[config.mk]
export PLATFORM = sky130hd
export DESIGN_NAME = point_gate_extreme_tracker
export DESIGN_NICKNAME = d
export VERILOG_FILES = /design/src/rtl/pget_pkg.sv /design/src/rtl/point_gate_extreme_tracker.sv /design/src/rtl/pget_gate.sv
export VERILOG_INCLUDE_DIRS = /design/src /design/src/rtl
export SDC_FILE = /design/constraint.sdc
export NUM_CORES = 2
export LEC_CHECK = 0
export BUFFER_PORTS_ARGS = -buffer_cell sky130_fd_sc_hd__buf_2
export CAP_MARGIN = 10
export CORE_AREA = 10 10 431 433
export CTS_CLUSTER_DIAMETER = 80
export CTS_CLUSTER_SIZE = 20
export DETAILED_ROUTE_END_ITERATION = 8
export DIE_AREA = 0 0 441 443
export PLACE_DENSITY = 0.37
export SLEW_MARGIN = 20
export SYNTH_ARGS = -nofsm -noshare
export SYNTH_HDL_FRONTEND = slang
export SYNTH_SLANG_ARGS = --single-unit
[constraint.sdc]
create_clock -name clk -period 12.1 [get_ports clk]
set_input_delay 0.605 -clock clk [delete_from_list [all_inputs] [get_ports clk]]
set_output_delay 0.605 -clock clk [all_outputs]
set_load 0.005 [all_outputs]
[src/rtl/point_gate_extreme_tracker_defines.svh]
// ----------------------------------------------------------------------------
// point gate extreme tracker assertion macros
// concurrent check wrappers, empty when synthesizing
// ----------------------------------------------------------------------------
`ifndef POINT_GATE_EXTREME_TRACKER_DEFINES_SVH
`define POINT_GATE_EXTREME_TRACKER_DEFINES_SVH

`ifndef SYNTHESIS

`define PGET_ASSERT_IMPLIES(label, clk, rst, ante, cons) \
  label: assert property (@(posedge clk) disable iff (rst) (ante) |-> (cons)) \
    else $error("pget check failed");

`define PGET_ASSERT_NEXT(label, clk, rst, ante, cons) \
  label: assert property (@(posedge clk) disable iff (rst) (ante) |=> (cons)) \
    else $error("pget check failed");

`else

`define PGET_ASSERT_IMPLIES(label, clk, rst, ante, cons)

`define PGET_ASSERT_NEXT(label, clk, rst, ante, cons)

`endif

`endif

[src/rtl/pget_pkg.sv]
// ----------------------------------------------------------------------------
// pget_pkg
// shared types and constants of the point gate extreme tracker
// ----------------------------------------------------------------------------
package pget_pkg;

  localparam int COORD_BITS = 16;
  localparam int CFG_BITS   = 15;
  localparam int MAG_BITS   = (COORD_BITS > CFG_BITS) ? COORD_BITS : CFG_BITS;
  localparam int SQ_BITS    = 2 * MAG_BITS;
  localparam int SUM_BITS   = SQ_BITS + 1;

  localparam logic [CFG_BITS-1:0] HEIGHT_LIMIT_RESET   = CFG_BITS'(256);
  localparam logic [CFG_BITS-1:0] HORIZON_RADIUS_RESET = CFG_BITS'(1280);

  typedef enum logic [0:0] {
    CFG_HEIGHT_LIMIT   = 1'b0,
    CFG_HORIZON_RADIUS = 1'b1
  } cfg_index_t;

  typedef logic signed [COORD_BITS-1:0] coord_t;

  typedef struct packed {
    coord_t point_x;
    coord_t point_y;
    coord_t point_z;
    logic   point_invalid;
    logic   frame_first;
    logic   frame_last;
  } point_t;

  typedef struct packed {
    logic   accepted;
    logic   frame_done;
    coord_t center_x;
    coord_t center_y;
    coord_t least_x_px;
    coord_t least_x_py;
    coord_t most_x_px;
    coord_t most_x_py;
    coord_t least_y_px;
    coord_t least_y_py;
    coord_t most_y_px;
    coord_t most_y_py;
  } result_t;

  typedef struct packed {
    coord_t px;
    coord_t py;
  } ext_t;

  typedef struct packed {
    logic               z_ok;
    logic [SQ_BITS-1:0] x_sq;
    logic [SQ_BITS-1:0] y_sq;
    logic [SQ_BITS-1:0] r_sq;
  } gate_t;

endpackage

[src/rtl/point_gate_extreme_tracker.sv]
// ----------------------------------------------------------------------------
// point_gate_extreme_tracker
// gates 3-d points by height and planar radius and tracks four extreme points
// ----------------------------------------------------------------------------
// Takes one point per clock while the result side does not stall, and gives one
// result word per point. The input register, the square register and the result
// register form the pipeline; the compare-and-replace of the four extremes is
// combinational between the square register and the extreme registers, so a new
// point can follow in every cycle. A stall on the result side backs up through
// the three registers before the point side sees a stall.
`include "point_gate_extreme_tracker_defines.svh"

module point_gate_extreme_tracker
  import pget_pkg::*;
(
  input  logic                clk,
  input  logic                rst,
  input  logic                cfg_we,
  input  cfg_index_t          cfg_index,
  input  logic [CFG_BITS-1:0] cfg_data,
  input  logic                point_valid,
  output logic                point_stall,
  input  point_t              point,
  output logic                result_valid,
  input  logic                result_stall,
  output result_t             result
);

  logic [CFG_BITS-1:0] height_limit;
  logic [CFG_BITS-1:0] horizon_radius;

  logic    a_valid;
  point_t  a_point;
  logic    b_valid;
  point_t  b_point;
  gate_t   gate;

  logic    o_free;
  logic    b_free;
  logic    a_free;
  logic    b_move;
  logic    a_move;

  logic    seeded;
  logic    seeded_next;
  ext_t    least_x;
  ext_t    most_x;
  ext_t    least_y;
  ext_t    most_y;
  ext_t    least_x_next;
  ext_t    most_x_next;
  ext_t    least_y_next;
  ext_t    most_y_next;

  ext_t    cur;
  ext_t    base_lx;
  ext_t    base_mx;
  ext_t    base_ly;
  ext_t    base_my;
  logic    seeded_base;
  logic    seed_now;
  logic    acc;
  logic signed [COORD_BITS:0] sum_x;
  logic signed [COORD_BITS:0] sum_y;
  result_t result_next;

  // handshake chain
  always_comb begin
    o_free      = !result_valid || !result_stall;
    b_free      = !b_valid || o_free;
    a_free      = !a_valid || b_free;
    b_move      = b_valid && o_free;
    a_move      = a_valid && b_free;
    point_stall = !a_free;
  end

  pget_gate u_gate (
    .clk            (clk),
    .en             (a_move),
    .pt             (a_point),
    .height_limit   (height_limit),
    .horizon_radius (horizon_radius),
    .gate           (gate)
  );

  // seeding, gate decision and extreme update
  always_comb begin
    cur.px      = b_point.point_x;
    cur.py      = b_point.point_y;
    seeded_base = seeded && !b_point.frame_first;
    seed_now    = !b_point.point_invalid && !seeded_base;
    seeded_next = seeded_base || !b_point.point_invalid;
    base_lx     = seed_now ? cur : least_x;
    base_mx     = seed_now ? cur : most_x;
    base_ly     = seed_now ? cur : least_y;
    base_my     = seed_now ? cur : most_y;
    acc = !b_point.point_invalid && gate.z_ok &&
          ((SUM_BITS'(gate.x_sq) + SUM_BITS'(gate.y_sq)) < SUM_BITS'(gate.r_sq));
    least_x_next = (acc && (cur.px <= base_lx.px)) ? cur : base_lx;
    most_x_next  = (acc && (cur.px >= base_mx.px)) ? cur : base_mx;
    least_y_next = (acc && (cur.py <= base_ly.py)) ? cur : base_ly;
    most_y_next  = (acc && (cur.py >= base_my.py)) ? cur : base_my;
    sum_x = {least_x_next.px[COORD_BITS-1], least_x_next.px} +
            {least_y_next.px[COORD_BITS-1], least_y_next.px};
    sum_y = {least_x_next.py[COORD_BITS-1], least_x_next.py} +
            {least_y_next.py[COORD_BITS-1], least_y_next.py};
    result_next.accepted   = acc;
    result_next.frame_done = b_point.frame_last;
    result_next.center_x   = sum_x[COORD_BITS:1];
    result_next.center_y   = sum_y[COORD_BITS:1];
    result_next.least_x_px = least_x_next.px;
    result_next.least_x_py = least_x_next.py;
    result_next.most_x_px  = most_x_next.px;
    result_next.most_x_py  = most_x_next.py;
    result_next.least_y_px = least_y_next.px;
    result_next.least_y_py = least_y_next.py;
    result_next.most_y_px  = most_y_next.px;
    result_next.most_y_py  = most_y_next.py;
  end

  always_ff @(posedge clk) begin
    if (rst) begin
      height_limit   <= HEIGHT_LIMIT_RESET;
      horizon_radius <= HORIZON_RADIUS_RESET;
    end else if (cfg_we) begin
      unique case (cfg_index)
        CFG_HEIGHT_LIMIT:   height_limit   <= cfg_data;
        CFG_HORIZON_RADIUS: horizon_radius <= cfg_data;
        default:            height_limit   <= height_limit;
      endcase
    end
  end

  always_ff @(posedge clk) begin
    if (rst) begin
      a_valid      <= 1'b0;
      b_valid      <= 1'b0;
      result_valid <= 1'b0;
      seeded       <= 1'b0;
      least_x      <= '0;
      most_x       <= '0;
      least_y      <= '0;
      most_y       <= '0;
    end else begin
      if (a_free) begin
        a_valid <= point_valid;
      end
      if (b_free) begin
        b_valid <= a_valid;
      end
      if (o_free) begin
        result_valid <= b_valid;
      end
      if (b_move) begin
        seeded  <= seeded_next;
        least_x <= least_x_next;
        most_x  <= most_x_next;
        least_y <= least_y_next;
        most_y  <= most_y_next;
      end
    end
  end

  // payload words
  always_ff @(posedge clk) begin
    if (point_valid && a_free) begin
      a_point <= point;
    end
    if (a_move) begin
      b_point <= a_point;
    end
    if (b_move) begin
      result <= result_next;
    end
  end

  `PGET_ASSERT_IMPLIES(a_x_order, clk, rst, result_valid, result.least_x_px <= result.most_x_px)
  `PGET_ASSERT_IMPLIES(a_y_order, clk, rst, result_valid, result.least_y_py <= result.most_y_py)
  `PGET_ASSERT_IMPLIES(a_stall_full, clk, rst, point_stall, a_valid && b_valid && result_stall)
  `PGET_ASSERT_NEXT(a_accept_seeds, clk, rst, b_move && acc, seeded)

endmodule

[src/rtl/pget_gate.sv]
// ----------------------------------------------------------------------------
// pget_gate
// height check and registered squares for the planar horizon check
// ----------------------------------------------------------------------------
module pget_gate
  import pget_pkg::*;
(
  input  logic                clk,
  input  logic                en,
  input  point_t              pt,
  input  logic [CFG_BITS-1:0] height_limit,
  input  logic [CFG_BITS-1:0] horizon_radius,
  output gate_t               gate
);

  logic [COORD_BITS-1:0] abs_x;
  logic [COORD_BITS-1:0] abs_y;
  logic [COORD_BITS-1:0] abs_z;
  logic [MAG_BITS-1:0]   mag_x;
  logic [MAG_BITS-1:0]   mag_y;
  logic [MAG_BITS-1:0]   mag_z;
  logic [MAG_BITS-1:0]   mag_r;
  logic [MAG_BITS-1:0]   mag_h;
  gate_t                 gate_next;

  always_comb begin
    abs_x = pt.point_x[COORD_BITS-1] ? (~pt.point_x + 1'b1) : pt.point_x;
    abs_y = pt.point_y[COORD_BITS-1] ? (~pt.point_y + 1'b1) : pt.point_y;
    abs_z = pt.point_z[COORD_BITS-1] ? (~pt.point_z + 1'b1) : pt.point_z;
    mag_x = MAG_BITS'(abs_x);
    mag_y = MAG_BITS'(abs_y);
    mag_z = MAG_BITS'(abs_z);
    mag_r = MAG_BITS'(horizon_radius);
    mag_h = MAG_BITS'(height_limit);
    gate_next.z_ok = mag_z < mag_h;
    gate_next.x_sq = mag_x * mag_x;
    gate_next.y_sq = mag_y * mag_y;
    gate_next.r_sq = mag_r * mag_r;
  end

  always_ff @(posedge clk) begin
    if (en) begin
      gate <= gate_next;
    end
  end

endmodule
**After elaboration in Yosys (flattened, before gate mapping)**

Index checks and enable logic that the tools add are counted.

- Word-level logic and storage cells: 96
- Bits in registers: 505
- Output and inout bits: 164

- Bitwise logic cells: 4
- Muxes and demuxes: 11
- Add/sub/neg operators: 6
- Reductions and logical operators: 25
- Multipliers: 3
- Order comparisons: 6

Operators by type and width:

| cell | number |
|---|---|
| 32-bit 2-to-1 mux | 8 |
| 16-bit by 16-bit multiplier with 32-bit output | 2 |
| 16-bit by 1-bit adder with 16-bit output (second input constant) | 3 |
| 16-bit 2-to-1 mux | 3 |
| 16-bit inverter | 3 |
| 16-bit by 16-bit adder with 17-bit output | 2 |
| 32-bit by 32-bit adder with 33-bit output | 1 |
| 33-bit by 30-bit less-than comparator with 1-bit output | 1 |
| 16-bit greater-or-equal comparator | 2 |
| 16-bit <= comparator | 2 |
| 15-bit by 15-bit multiplier with 30-bit output | 1 |
| 16-bit by 15-bit less-than comparator with 1-bit output | 1 |
| 1-bit logical AND | 11 |
| 1-bit zero test | 8 |
| 1-bit logical OR | 4 |
| 2-bit AND reduction | 2 |
| 1-bit inverter | 1 |

**Depth between registers and ports, before layout**

- Word-level depth: 9
- Depth in mapped cells: 37
- Mapped depth without buffers: 37

**By module**

Synthesis repeated with hierarchy kept, for this count alone.

- Cells, all modules: 4,679
- Area total of the unflattened synthesis: 45,069.5 sq um

Modules (own cells, without submodules):

| module | area an instance (sq um) | cells an instance | times used |
|---|---|---|---|
| pget_gate | 24,771.3 | 2,641 | 1 |
| point_gate_extreme_tracker | 20,298.2 | 2,038 | 1 |

**Worst setup path before layout**

OpenSTA, ideal clock, no wires.

- Path kind: reg-to-reg
- From: register a_point[35] (netlist bit)
- To: register, netlist name u_gate.gate[87]
- Period minus slack after synthesis: 8.839 ns
- Stages on the path, launching flop included: 36
- Required time: 11.840 ns
- Data arrival time: 8.580 ns
- Setup time: 0.260 ns
- Slack: 3.261 ns
- Path through: edfxtp_1 -> inv_1 -> clkbuf_1 -> ha_1 -> nand2_1 -> or3_1 -> or2_2 -> o21ai_0 -> xor2_1 -> clkinv_1 -> nand2_1 -> inv_1 -> fa_1 -> inv_1 -> fa_1 -> inv_1 -> fa_1 -> inv_1 -> fa_1 -> inv_1 -> fa_1 -> inv_1 -> fa_1 -> inv_1 -> ha_1 -> a21o_1 -> a21o_1 -> a21oi_1 -> o31ai_1 -> a2111oi_0 -> o31ai_1 -> a21o_1 -> a21o_1 -> a21o_1 -> a21oi_1 -> xnor2_1

RTL lines:

| what | line | RTL |
|---|---|---|
| from (decl) | point_gate_extreme_tracker.sv:33 | `point_t a_point;` |
| from (signal assigned) | point_gate_extreme_tracker.sv:167 | `a_point <= point;` |

==> flow_metrics.py <==
metrics = {
    "min_path": {
        "hp-class": "in -> reg",
        "min_to": "a_point[8]",
        "hp-start": "point[8]",
        "hold_path_depth": 1,
    },
    "detailed_routing": {
        "vias_per_cell": 4.37,
        "vias": 30917,
        "drtPass1Iterations": 5,
        "drt_iter0_drc": 1529,
        "wl_per_cell_um": 18.3,
        "wl_mm": 129,
        "drc_errors": 0,
        "antenna_left": 0,
    },
    "yosys": {
        "synth_edf_count": 338,
        "netlist.area_leader.share": 0.231,
        "ys_top_cells_by_area": "edfxtp_1 (23%), fa_1 (21%), ha_1 (13%)",
        "synth_top_area_cell": "edfxtp_1",
        "ys_warn_count": 0,
        "synth-seq-cells": 500,
        "synth-async-reset-ratio": 0,
        "synth.avg_cell_area_um2": 9.86,
        "synthCells": 4465,
        "ys_types": 86,
        "netlist_area_um2": 44000,
        "synth_top_flop_cell": "edfxtp_1",
        "synth_seq_area_share": 0.304,
    },
    "worst_setup_path": {
        "slowest_delay_ns": 0.65,
        "start_kind": "flop",
        "ff2ff_path_depth": 34,
        "critPathKind": "reg -> reg",
        "end_kind": "flop",
        "crit_buf_inv": 9,
        "critPathTopFamily": "adder cells",
        "regToRegSetupSlack_ns": 2.27,
        "r2r-end": "u_gate.gate[87]",
        "cp_max_fo": 16,
        "cp_common_cell": "inv_1",
        "crit_cells": 34,
        "critPathSlowestCell": "a2111oi_0",
        "timing.rr.start": "a_point[35]",
        "arrival_ns": 10.19,
        "cp_data_required_time_ns": 12.46,
    },
    "sta": {
        "fmax_mhz": 102,
        "min_period_ns": 9.83,
        "worstMarginPinSlew_ns": 1.08,
        "fin_crit_sh": 0.812,
        "relSlewSlack": 0.277,
        "hold_viol_final": 0,
        "setup_tns_ns": 0,
        "setup_violations": 0,
        "drv_slew": 0,
        "rsz0062_at_grt": "false",
        "finClkSkew_ns": 0.0458,
    },
    "cts": {
        "cts_hold_buf": 0,
        "cts_max_level": 2,
        "clock_sinks": 500,
        "clock_path_buffers": 3,
        "post_cts_buffers": 0,
        "cts_tree": "yes",
        "cts_inserted_buffers": 39,
        "clk_latency_ns": 0.65,
        "root_buffer": "clkbuf_16",
        "clkTransAtPathRegs_ns": 0.08,
        "post_cts_resized": 0,
    },
    "run_status": {
        "outcome": "finished clean",
    },
    "grt": {
        "grt_use_total": 0.131,
        "grt_pass1_vias": 32965,
        "grt_pass1_wl_mm": 201,
        "busiest_layer": "met2",
        "use_met3": 0.0148,
        "use_met1": 0.173,
        "use_met2": 0.231,
        "grt_max_degree": 126,
        "grt_overflow": 0,
        "antenna_found_initial": 1,
    },
    "final_layout": {
        "drive_above_1_share": 0.0924,
        "n_antenna_cell": 0,
        "fin_nets": 5682,
        "area_growth_pct": 12.4,
    },
    "floorplan": {
        "start_util": 0.248,
        "die_y_um": 443,
        "die_w_um": 441,
        "row_count": 155,
        "core-area_um2": 177000,
        "dieArea_um2": 195000,
        "boundaryPins": 236,
    },
    "place": {
        "portBuffers": 235,
        "hpwl_mm": 103,
        "gp_routability_congestion": 0.786,
    },
    "job": {
        "drv_cap": 0,
    },
}
-- synth_stat cells, drive strengths merged (9+ instances only) --
cell	instances
nor2	305
clkinv	9
mux2i	65
a31oi	13
nand3b	20
nand4	24
nor3	53
o21ai	127
fa	469
and3	15
edfxtp	338
o21bai	20
clkbuf	104
o31ai	13
a211oi	17
nand2	515
o21a	32
o211ai	23
a21o	69
ha	451
or2	9
nor2b	21
xor2	65
nand2b	35
and2	71
mux2	50
nor4	12
xnor2	110
dfxtp	162
a21oi	327
inv	755
nand3	48
buf	18
or3	15
-- area by class of cell --
| type | count | area, µm² |
|---|---|---|
| inverters | 764 | 2880 |
| flip-flops and latches | 500 | 13400 |
| fillers | 18887 | 128000 |
| well taps | 2355 | 2950 |
| clock inverters | 24 | 294 |
| repair buffers | 284 | 1560 |
| clock buffers | 47 | 1010 |
| multi-input cells | 3101 | 27400 |
-- worst max path at each step --
stage                 from              end  slack, ns
2_1_floorplan  a_point[35]  u_gate.gate[87]       3.26
3_3_place_gp   a_point[35]  u_gate.gate[87]       2.47
3_5_place_dp   a_point[35]  u_gate.gate[87]       2.28
4_1_cts        a_point[35]  u_gate.gate[87]       2.23
5_1_grt        a_point[35]  u_gate.gate[87]       1.50
6_report       a_point[35]  u_gate.gate[87]       2.27
-- metrics by stage --
step / cells / setup slack, ns / utilization / hold WS (ns) / cell area, µm²
4_1_cts: 7075 / 2.23 / 0.279 / 0.0707 / 49500
2_1_floorplan: 4487 / 3.26 / - / 0.400 / 44100
3_5_place_dp: 7004 / 2.28 / 0.272 / 0.406 / 48200
6_report: 7075 / 2.27 / 0.279 / 0.142 / 49500
3_3_place_gp: 7004 / 2.47 / 0.272 / 0.402 / 48200
5_1_grt: 7075 / 1.50 / 0.279 / 0.0885 / 49500
-- state kept, by name, summed over array words and instances, names as in the netlist --
| register | count |
|---|---|
| horizon_radius | 15 |
| height_limit | 15 |
| u_gate.gate | 90 |
| result_valid | 1 |
| result | 162 |
| least_y | 32 |
| most_y | 32 |
| seeded | 1 |
| a_valid | 1 |
| a_point | 51 |
| b_valid | 1 |
| b_point | 35 |
| most_x | 32 |
| least_x | 32 |
-- metal layers --
layer | wire length [µm] | vias to the layer above
li1 | - | 15094
met1 | 58700 | 15297
met2 | 63900 | 433
met3 | 4130 | 93
met4 | 2480 | 0
met5 | 0 | -
-- logic make-up (layout without fill, tap and decap cells) --
group	count (synthesis)	count (layout)	synth area share
AOI/OAI and AO/OA	715	715	0.0997
buffers and inverters	886	1119	0.0762
xor gates and xnor gates	175	175	0.0348
other	2	24	0.000171
muxes	115	115	0.0276
adders and majority gates	920	920	0.341
DFF	500	500	0.304
and+or+nand+nor	1152	1152	0.116
-- worst reg2reg max path, delay by kind of cell (launching register included) --
kind	cells	cell delay, ns
flops	1	0.51
compound gates	11	2.70
simple gates	4	0.93
buf+inv	9	1.25
xor+xnor	2	0.62
fa+ha+maj	8	3.59
-- placed cells by master (no fill, tap or decap), types with 52 or more instances in the layout --
cell,count
xnor2_1,110
ha_1,451
o21ai_0,114
edfxtp_1,338
nor3_1,52
nand2_1,513
inv_1,752
fa_1,469
nor2_1,302
dfxtp_1,162
a21o_1,68
mux2i_1,65
buf_2,234
xor2_1,65
a21oi_1,322
and2_1,70
Power is not shown: default switching activity piles up to over one toggle a cycle in this logic, so the estimate is an artifact.
